--- src/rtl/usv_pkg.sv ---
// shared types and constants for the utf-8 stream validator
package usv_pkg;

    localparam int QDEPTH = 4;
    localparam int QPTR_W = $clog2(QDEPTH);
    localparam int QCNT_W = $clog2(QDEPTH + 1);

    // lead bytes whose second byte gets an overlong check
    typedef enum logic [2:0] {
        LEAD_OTHER = 3'd0,
        LEAD_E0    = 3'd1,
        LEAD_F0    = 3'd2,
        LEAD_F8    = 3'd3,
        LEAD_FC    = 3'd4
    } lead_kind_t;

    // one classified request as it travels from front to back
    typedef struct packed {
        logic       has_byte;
        logic       end_of_string;
        logic       is_zero;
        logic       is_ascii;
        logic       is_cont;
        logic       lead_bad;
        logic [2:0] trail;
        lead_kind_t lead_kind;
        logic       low20;
        logic       low30;
        logic       low38;
        logic       low3c;
    } byte_class_t;

endpackage

--- src/rtl/usv_front.sv ---
// front end: takes byte requests and classifies each byte on its own
module usv_front (
    input  logic                 byte_valid,
    input  logic [7:0]           data_byte,
    input  logic                 has_byte,
    input  logic                 end_of_string,
    input  logic                 full,
    output logic                 push,
    output usv_pkg::byte_class_t cls
);

    always_comb
    begin
        push              = byte_valid && !full;
        cls.has_byte      = has_byte;
        cls.end_of_string = end_of_string;
        cls.is_zero       = (data_byte == 8'h00);
        cls.is_ascii      = !data_byte[7];
        cls.is_cont       = (data_byte[7:6] == 2'b10);
        // overlong two-byte lead, or one of the two leads that never occur
        cls.lead_bad      = (data_byte[7:1] == 7'b1100_000) || (data_byte[7:1] == 7'b1111_111);
        cls.low20         = ((data_byte & 8'h20) == 8'h00);
        cls.low30         = ((data_byte & 8'h30) == 8'h00);
        cls.low38         = ((data_byte & 8'h38) == 8'h00);
        cls.low3c         = ((data_byte & 8'h3c) == 8'h00);

        if (data_byte < 8'he0)
        begin
            cls.trail = 3'd1;
        end
        else if (data_byte < 8'hf0)
        begin
            cls.trail = 3'd2;
        end
        else if (data_byte < 8'hf8)
        begin
            cls.trail = 3'd3;
        end
        else if (data_byte < 8'hfc)
        begin
            cls.trail = 3'd4;
        end
        else
        begin
            cls.trail = 3'd5;
        end

        case (data_byte)
            8'he0:   cls.lead_kind = usv_pkg::LEAD_E0;
            8'hf0:   cls.lead_kind = usv_pkg::LEAD_F0;
            8'hf8:   cls.lead_kind = usv_pkg::LEAD_F8;
            8'hfc:   cls.lead_kind = usv_pkg::LEAD_FC;
            default: cls.lead_kind = usv_pkg::LEAD_OTHER;
        endcase
    end

endmodule

--- src/rtl/usv_queue.sv ---
// small queue of classified requests between front and back
module usv_queue (
    input  logic                 clk,
    input  logic                 rst_n,
    input  logic                 push,
    input  usv_pkg::byte_class_t push_data,
    input  logic                 pop,
    output logic                 full,
    output logic                 empty,
    output usv_pkg::byte_class_t head
);

    usv_pkg::byte_class_t          mem [usv_pkg::QDEPTH];
    logic [usv_pkg::QPTR_W-1:0]    wr_ptr_reg;
    logic [usv_pkg::QPTR_W-1:0]    wr_ptr_next;
    logic [usv_pkg::QPTR_W-1:0]    rd_ptr_reg;
    logic [usv_pkg::QPTR_W-1:0]    rd_ptr_next;
    logic [usv_pkg::QCNT_W-1:0]    count_reg;
    logic [usv_pkg::QCNT_W-1:0]    count_next;

    assign full  = (count_reg == usv_pkg::QCNT_W'(usv_pkg::QDEPTH));
    assign empty = (count_reg == '0);
    assign head  = mem[rd_ptr_reg];

    always_comb
    begin
        wr_ptr_next = wr_ptr_reg;
        rd_ptr_next = rd_ptr_reg;
        count_next  = count_reg;
        if (push)
        begin
            wr_ptr_next = (wr_ptr_reg == usv_pkg::QPTR_W'(usv_pkg::QDEPTH - 1)) ?
                          '0 : wr_ptr_reg + 1'b1;
        end
        if (pop)
        begin
            rd_ptr_next = (rd_ptr_reg == usv_pkg::QPTR_W'(usv_pkg::QDEPTH - 1)) ?
                          '0 : rd_ptr_reg + 1'b1;
        end
        if (push && !pop)
        begin
            count_next = count_reg + 1'b1;
        end
        else if (pop && !push)
        begin
            count_next = count_reg - 1'b1;
        end
    end

    always_ff @(posedge clk or negedge rst_n)
    begin
        if (!rst_n)
        begin
            wr_ptr_reg <= '0;
            rd_ptr_reg <= '0;
            count_reg  <= '0;
        end
        else
        begin
            wr_ptr_reg <= wr_ptr_next;
            rd_ptr_reg <= rd_ptr_next;
            count_reg  <= count_next;
        end
    end

    always_ff @(posedge clk)
    begin
        if (push)
        begin
            mem[wr_ptr_reg] <= push_data;
        end
    end

endmodule

--- src/rtl/usv_back.sv ---
// back end: sequence tracking, error flag and the result register
module usv_back (
    input  logic                 clk,
    input  logic                 rst_n,
    input  logic                 empty,
    input  usv_pkg::byte_class_t head,
    output logic                 pop,
    output logic                 result_valid,
    input  logic                 result_stall,
    output logic                 string_valid
);

    logic [2:0]          pending_reg;
    logic [2:0]          pending_next;
    usv_pkg::lead_kind_t kind_reg;
    usv_pkg::lead_kind_t kind_next;
    logic                expect_reg;
    logic                expect_next;
    logic                err_reg;
    logic                err_next;
    logic                out_valid_reg;
    logic                out_valid_next;
    logic                out_flag_reg;
    logic                out_flag_next;
    logic                out_free;
    logic                sec_err;

    assign result_valid = out_valid_reg;
    assign string_valid = out_flag_reg;
    assign out_free     = !out_valid_reg || !result_stall;
    // only an end-of-string request needs room in the result register
    assign pop          = !empty && (!head.end_of_string || out_free);

    always_comb
    begin
        case (kind_reg)
            usv_pkg::LEAD_E0: sec_err = head.low20;
            usv_pkg::LEAD_F0: sec_err = head.low30;
            usv_pkg::LEAD_F8: sec_err = head.low38;
            usv_pkg::LEAD_FC: sec_err = head.low3c;
            default:          sec_err = 1'b0;
        endcase
    end

    always_comb
    begin
        pending_next   = pending_reg;
        kind_next      = kind_reg;
        expect_next    = expect_reg;
        err_next       = err_reg;
        out_valid_next = out_valid_reg && result_stall;
        out_flag_next  = out_flag_reg;

        if (pop)
        begin
            if (head.has_byte)
            begin
                if (pending_reg == 3'd0)
                begin
                    if (head.is_zero)
                    begin
                        err_next = 1'b1;
                    end
                    else if (head.is_ascii)
                    begin
                        err_next = err_reg;
                    end
                    else if (head.is_cont)
                    begin
                        err_next = 1'b1;
                    end
                    else
                    begin
                        err_next     = err_reg || head.lead_bad;
                        kind_next    = head.lead_kind;
                        pending_next = head.trail;
                        expect_next  = 1'b1;
                    end
                end
                else
                begin
                    err_next = err_reg || !head.is_cont || (expect_reg && sec_err);
                    expect_next  = 1'b0;
                    pending_next = pending_reg - 3'd1;
                end
            end

            if (head.end_of_string)
            begin
                out_valid_next = 1'b1;
                out_flag_next  = !err_next && (pending_next == 3'd0);
                pending_next   = 3'd0;
                kind_next      = usv_pkg::LEAD_OTHER;
                expect_next    = 1'b0;
                err_next       = 1'b0;
            end
        end
    end

    always_ff @(posedge clk or negedge rst_n)
    begin
        if (!rst_n)
        begin
            pending_reg   <= 3'd0;
            kind_reg      <= usv_pkg::LEAD_OTHER;
            expect_reg    <= 1'b0;
            err_reg       <= 1'b0;
            out_valid_reg <= 1'b0;
        end
        else
        begin
            pending_reg   <= pending_next;
            kind_reg      <= kind_next;
            expect_reg    <= expect_next;
            err_reg       <= err_next;
            out_valid_reg <= out_valid_next;
        end
    end

    always_ff @(posedge clk)
    begin
        out_flag_reg <= out_flag_next;
    end

endmodule

--- src/rtl/utf8_stream_validator.sv ---
// top level of the utf-8 stream validator
// Takes one byte request per clock and gives one string_valid result per
// string, on the request that carries end_of_string. Sequences of one to six
// bytes are accepted; zero bytes, stray or malformed continuation bytes,
// overlong forms seen on the lead and second byte, leads FE/FF and strings
// that stop inside a sequence give 0, and an empty string gives 1. The front
// end writes each classified byte into a four-entry queue; the back end reads
// one entry per cycle unless a stalled result holds an end_of_string entry;
// a result passes the queue, then the result register. While the result side
// keeps up it sustains one request per cycle; byte_stall rises only when full.
module utf8_stream_validator (
    input  logic       clk,
    input  logic       rst_n,
    input  logic       byte_valid,
    output logic       byte_stall,
    input  logic [7:0] data_byte,
    input  logic       has_byte,
    input  logic       end_of_string,
    output logic       result_valid,
    input  logic       result_stall,
    output logic       string_valid
);

    logic                 push;
    logic                 pop;
    logic                 full;
    logic                 empty;
    usv_pkg::byte_class_t cls;
    usv_pkg::byte_class_t head;

    assign byte_stall = full;

    usv_front u_front (
        .byte_valid    (byte_valid),
        .data_byte     (data_byte),
        .has_byte      (has_byte),
        .end_of_string (end_of_string),
        .full          (full),
        .push          (push),
        .cls           (cls)
    );

    usv_queue u_queue (
        .clk       (clk),
        .rst_n     (rst_n),
        .push      (push),
        .push_data (cls),
        .pop       (pop),
        .full      (full),
        .empty     (empty),
        .head      (head)
    );

    usv_back u_back (
        .clk          (clk),
        .rst_n        (rst_n),
        .empty        (empty),
        .head         (head),
        .pop          (pop),
        .result_valid (result_valid),
        .result_stall (result_stall),
        .string_valid (string_valid)
    );

endmodule
--- config.mk ---
export PLATFORM = sky130hd
export DESIGN_NAME = utf8_stream_validator
export DESIGN_NICKNAME = d
export VERILOG_FILES = /design/src/rtl/usv_pkg.sv /design/src/rtl/usv_front.sv /design/src/rtl/usv_queue.sv /design/src/rtl/usv_back.sv /design/src/rtl/utf8_stream_validator.sv
export SDC_FILE = /design/constraint.sdc
export NUM_CORES = 1
export LEC_CHECK = 0
export ABC_AREA = 1
export BUFFER_PORTS_ARGS = -buffer_cell sky130_fd_sc_hd__buf_2
export CORE_UTILIZATION = 60
export CTS_BUF_LIST = sky130_fd_sc_hd__clkbuf_16
export CTS_CLUSTER_DIAMETER = 150
export DETAILED_ROUTE_END_ITERATION = 7
export PLACE_DENSITY = 0.88
export RECOVER_POWER = 25
export SLEW_MARGIN = 40
export SYNTH_ARGS = -nofsm -noshare
export SYNTH_HDL_FRONTEND = slang
export SYNTH_SLANG_ARGS = --single-unit
--- constraint.sdc ---
create_clock -name clk -period 3.48 [get_ports clk]
set_input_delay 0.174 -clock clk [delete_from_list [all_inputs] [get_ports clk]]
set_output_delay 0.174 -clock clk [all_outputs]
set_load 0.02 [all_outputs]
# --- Yosys cells after proc, flatten, opt, wreduce, memory -nomap -nowiden ---
# Memories as Yosys holds them, arrays and structs flattened.
# Cells that the tools add are included.
totals:
  input_bits: 14
  out_inout_bits: 3
  word_cells: 116
  romBits: 0
  latch_bits: 0
  ram_bits: 64
  mem_count: 1
  reg_bits: 17
op_classes:
  n_lt_le_gt_ge: 4
  n_div: 0
  n_addsub: 5
  n_mul: 0
  n_shift: 0
  mux: 40
  n_eq_ne: 20
  n_reduce_logical: 37
  n_bitwise: 0
mem_list:
  columns: ["memory", "depth", "width", "rd", "rd_ports_with_merged_regs", "wr", "line_no", "text"]
  rows:
  - ["u_queue.mem", 4, 16, 1, 0, 1, "usv_queue.sv:13", "usv_pkg::byte_class_t mem [usv_pkg::QDEPTH];"]
ops:
  columns: ["cell", "n"]
  rows:
  - ["3-bit 2-to-1 mux", 18]
  - ["8-bit logical NOT", 5]
  - ["8-bit equality test (second input constant)", 4]
  - ["8-bit < comparator (second input constant)", 4]
  - ["1-bit 2-to-1 mux", 18]
  - ["7-bit equality test (second input constant)", 2]
  - ["3-bit one-hot mux with 4 select lines", 1]
  - ["1-bit logical NOT", 10]
  - ["3-bit logical NOT", 3]
  - ["3-bit by 2-bit != test with 1-bit output (second input constant)", 3]
  - ["1-bit logical AND", 7]
  - ["2-bit equality test (second input constant)", 3]
  - ["3-bit by 2-bit equality test with 1-bit output (second input constant)", 2]
  - ["3-bit equality test (second input constant)", 2]
  - ["1-bit logical OR", 6]
  - ["2-bit by 1-bit != test with 1-bit output (second input constant)", 3]
  - ["6-bit AND reduction", 1]
  - ["2-bit nonzero test", 3]
  - ["3-bit by 1-bit subtractor with 3-bit output (second input constant)", 2]
  - ["5-bit AND reduction", 1]
  - ["2-bit by 1-bit adder with 2-bit output (second input constant)", 2]
  - ["2-bit 2-to-1 mux", 2]
  - ["1-bit one-hot mux with 4 select lines", 1]
  - ["3-bit by 1-bit adder with 3-bit output (second input constant)", 1]
  - ["2 further kinds", 2]

# --- Longest topological paths before layout ---
# An unclocked memory read counts as a cell.
depth:
  depth_word: 10
  mapped_depth: 14

# --- Cells and area by module ---
# A second synthesis with hierarchy kept.
hier_totals:
  hier_cells: 388
  hier_area_um2: 3880.0
by_module_without_submodules:
  columns: ["mod", "instances", "cells_each", "seq_area_each_um2", "area_per_inst_um2"]
  rows:
  - ["usv_queue", 1, 239, 2097.0, 2987.9]
  - ["usv_back", 1, 99, 255.2, 675.6]
  - ["usv_front", 1, 50, 0.0, 216.5]

# --- Worst setup path before layout ---
# No wires, ideal clock.
synth_path:
  path_type: "reg-to-reg"
  startpoint: "register u_queue.count_reg[0] (netlist name)"
  endpoint: "register u_queue.count_reg[2] (netlist name)"
  period_less_slack_ns: 2.186
  setup_slack_ns: 1.294
  path_stages_with_launch: 13
  arrival_time_ns: 2.055
  setup_time_ns: 0.131
  cell_sequence: "dfrtp_1 > or2_2 > nor2_1 > inv_1 > nand2_1 > nand2_4 > inv_1 > ha_1 > inv_1 > fa_1 > a21oi_1 > o21ai_0 > xor2_1"
synth_between:
  elab_chain_cells: 6
  word_cells_on_any_way: 15
synth_rtl:
  columns: ["element", "line_no", "text"]
  rows:
  - ["from (decl)", "usv_queue.sv:18", "logic [usv_pkg::QCNT_W-1:0] count_reg;"]
  - ["from (signal assigned)", "usv_queue.sv:62", "count_reg <= count_next;"]
  - ["parallel branches: the longest is 6 deep, another holds 3-bit by 1-bit subtractor with 3-bit output", null, null]
# Parallel ways; which one is timed is not known. The select of a mux whose other input is x is not followed.
# A chain may end at the register's enable or synchronous reset.

# --- Final worst setup path ---
layout_path:
  startpoint: "register u_queue.rd_ptr_reg[0] (netlist name)"
  endpoint: "register u_queue.count_reg[2] (netlist name)"
layout_between:
  elab_chain_cells: 7
  word_cells_on_any_way: 9
layout_rtl:
  columns: ["element", "line_no", "text"]
  rows:
  - ["from (decl)", "usv_queue.sv:16", "logic [usv_pkg::QPTR_W-1:0] rd_ptr_reg;"]
  - ["from (signal assigned)", "usv_queue.sv:61", "rd_ptr_reg <= rd_ptr_next;"]
  - ["memory 4 x 16 bit (*)", null, null]
  - ["1-bit logical NOT (*)", "usv_back.sv:32", "assign pop = !empty && (!head.end_of_string || out_free);"]
  - ["1-bit logical OR (*)", "usv_back.sv:32", null]
  - ["1-bit logical AND (*)", "usv_back.sv:32", null]
  - ["1-bit logical NOT", "usv_queue.sv:40", "if (push && !pop)"]
  - ["1-bit logical AND", "usv_queue.sv:40", null]
  - ["3-bit 2-to-1 mux / 2-bit nonzero test (equally long branches)", null, null]
# Every way passes the cells marked *; elsewhere a longest branch is shown, timed or not.

==> results.py <==
metrics = {
    "outcome": {
        "status": "completed",
    },
    "yosys": {
        "yosysWarnings": 0,
        "synth.distinct_cells": 37,
        "synth-seq-cells": 81,
        "netlist_area_um2": 3740,
        "ys_seq_area_share_pct": 62.9,
        "syn-num-nets": 376,
        "synthCells": 353,
        "syn_avg_cell_area_um2": 10.6,
    },
    "floorplan": {
        "core-area_um2": 5960,
        "die_y_um": 80.9,
        "start_util_pct": 62.8,
        "rows": 28,
        "die-width_um": 80.9,
        "ioPinCount": 17,
        "die-area_um2": 6550,
    },
    "placed_design": {
        "hpwlAfterDp_mm": 4.86,
        "io_buffer_count": 16,
        "place_congestion": 0.863,
        "placedCellCount": 440,
    },
    "global_route": {
        "grt_max_degree": 35,
        "grt_pass1_wl_mm": 12.2,
        "grt_util_all_layers_pct": 25.8,
        "grt_antenna_before_repair": 0,
        "first_global_vias": 2574,
        "grt_overflow_total": 0,
    },
    "hold_path": {
        "worstHoldEndpoint": "u_queue.mem[2][15]",
        "hold_class": "in2reg",
        "min_from": "has_byte",
        "whs_path_depth": 1,
    },
    "cts": {
        "tritoncts": "done",
        "clock_sinks": 81,
        "cts_max_level": 3,
        "cts_buffers": 9,
        "root_buffer": "clkbuf_16",
        "clock_latency_ns": 0.33,
        "clkTransAtPathRegs_ns": 0.06,
        "cts.path.max_buffers": 2,
        "post_cts_resized": 0,
    },
    "power": {
        "power.total_mw": 3.83,
        "ir_worst_vdd_mv": 0.590,
        "power.density_nw_per_um2": 923,
        "p_leak_nw": 1.71,
    },
    "detailed_routing": {
        "drt-total-wl_mm": 7.35,
        "wl_per_cell_um": 16.1,
        "route.detailed.drc": 0,
        "dr.pass1.iters": 5,
        "drtIter0Drc": 213,
        "viasPerCell": 5.81,
        "vias": 2653,
        "ant_nets": 0,
    },
    "run": {
        "cap_violations": 0,
    },
    "finish": {
        "area_growth_pct": 11.1,
        "regMostFlops": "u_queue.mem",
        "fin_cells": 457,
        "largest_reg_flops": 64,
        "regArea_um2": 2350,
        "antennaDiodeCount": 0,
        "final_cell_mix": "89 x nand2_1, 65 x edfxtp_1, 34 x inv_1",
        "fillerInstances": 435,
        "final_common_cell": "nand2_1",
        "final_util_pct": 69.7,
        "multiInputGateArea_um2": 1150,
        "nets": 400,
        "drive_gt1_share_pct": 12.6,
    },
    "setup_path": {
        "rrSetupSlack_ns": 0.88,
        "end_kind": "register",
        "r2r_cells": 13,
        "critPathLaunchType": "register",
        "cp_data_required_time_ns": 3.69,
        "r2r_start": "u_queue.rd_ptr_reg[0]",
        "worstPathArrival_ns": 2.81,
        "critical_path_class": "reg2reg",
        "crit_path_max_fanout": 34,
        "r2r_end": "u_queue.count_reg[2]",
    },
    "sta": {
        "hold_viol": 0,
        "maxSlewHeadroom_pct": 41.7,
        "setup_tns_ns": 0,
        "finalSetupViolCount": 0,
        "fin_skew_ns": 0.00780,
        "tightest_slew_ns": 0.875,
        "period_minus_slack_ns": 2.60,
        "period_share_pct": 74.8,
        "max_freq_ghz": 0.384,
        "slew_violations": 0,
        "grt_setup_unrepaired": "no",
    },
}
## what timing repair did
item | 4_1_cts | 5_1_grt
hold endpoints to repair | 16 | 0
hold buffers | 1 | 0
setup buffers | 0 | 0
## synth_stat cells, drive strengths merged
library cell / number / area share, %
a21boi: 1 / 0.20
a21oi: 15 / 2.3
a221oi: 3 / 0.70
a32o: 1 / 0.27
and3: 1 / 0.17
buf: 10 / 2.5
clkinv: 2 / 0.23
dfrtp: 16 / 11
edfxtp: 65 / 52
fa: 1 / 0.54
ha: 8 / 2.7
inv: 35 / 3.6
mux2: 1 / 0.30
nand2: 99 / 11
nand3: 33 / 4.7
nand4: 1 / 0.17
nor2: 30 / 3.2
nor3: 6 / 0.80
nor4: 1 / 0.17
o21ai: 16 / 2.1
o21bai: 1 / 0.20
o22ai: 2 / 0.33
o32ai: 1 / 0.23
or2: 1 / 0.17
xnor2: 1 / 0.23
xor2: 2 / 0.47
## power breakdown
group          internal, mW  total (mW)  switching [mW]
Sequential             1.31        1.42           0.108
Combinational         0.476        1.51            1.03
Clock                 0.547       0.904           0.357
Total                  2.34        3.83            1.49
## worst max-delay path, cell delays in order (launching register included)
cell     delay (ns)
dfrtp_1        0.41
buf_4          0.36
nand2_1        0.09
nand3_1        0.12
nand2_2        0.13
nand2_2        0.14
nand2_4        0.09
inv_1          0.10
ha_1           0.15
inv_1          0.07
fa_1           0.37
a21oi_1        0.15
o21ai_0        0.12
xor2_1         0.16
## layout make-up
class,count,area share [%]
Clock inverter,7,1.51
Clock buffer,9,5.42
Inverter,37,3.43
Timing Repair Buffer,23,3.07
Sequential cell,81,56.6
Multi-Input combinational cell,225,27.7
Tap cell,75,2.26
## metrics by stage
stage                     hold WS, ns  cell area, um^2  setup slack [ns]
final                          0.0972             4150             0.878
after global placement         0.0926             3860              1.08
after floorplan                -0.122             3740              1.29
after detailed placement        0.107             3860             0.956
after CTS                      0.0491             4160             0.946
after global routing            0.124             4150             0.662
## worst max-delay path by stage
stage	start	to	slack, ns
final	u_queue.rd_ptr_reg[0]	u_queue.count_reg[2]	0.88
after global routing	u_queue.rd_ptr_reg[0]	u_queue.count_reg[2]	0.66
after CTS	u_queue.rd_ptr_reg[0]	u_queue.count_reg[2]	0.95
after detailed placement	u_queue.rd_ptr_reg[0]	u_queue.count_reg[2]	0.96
after global placement	u_queue.rd_ptr_reg[0]	u_queue.count_reg[2]	1.08
after floorplan	u_queue.count_reg[0]	u_queue.count_reg[2]	1.29
## metal layers
layer | track usage [%] | vias up | share of wire (%) | wire length [um]
met4 | 12.7 | 0 | 2.4 | 180
met5 | 0 | - | 0 | 0
met1 | 32.9 | 1291 | 41 | 2990
met3 | 5.28 | 13 | 5.9 | 436
met2 | 42.0 | 109 | 51 | 3750
li1 | - | 1240 | - | -
## kinds of logic (layout without fill, tap and decap cells)
group	count (synthesis)	in the layout	share of synthesized area, %
AO/OA/AOI/OAI	40	40	6.39
multiplexers	1	1	0.301
adder cells (fa/ha/maj)	9	9	3.21
AND/OR/NAND/NOR	172	172	20.1
buffers and inverters	47	76	6.36
XOR/XNOR	3	3	0.703
flip-flops	81	81	62.9
Note: power is estimated with default switching activity, not from simulation.
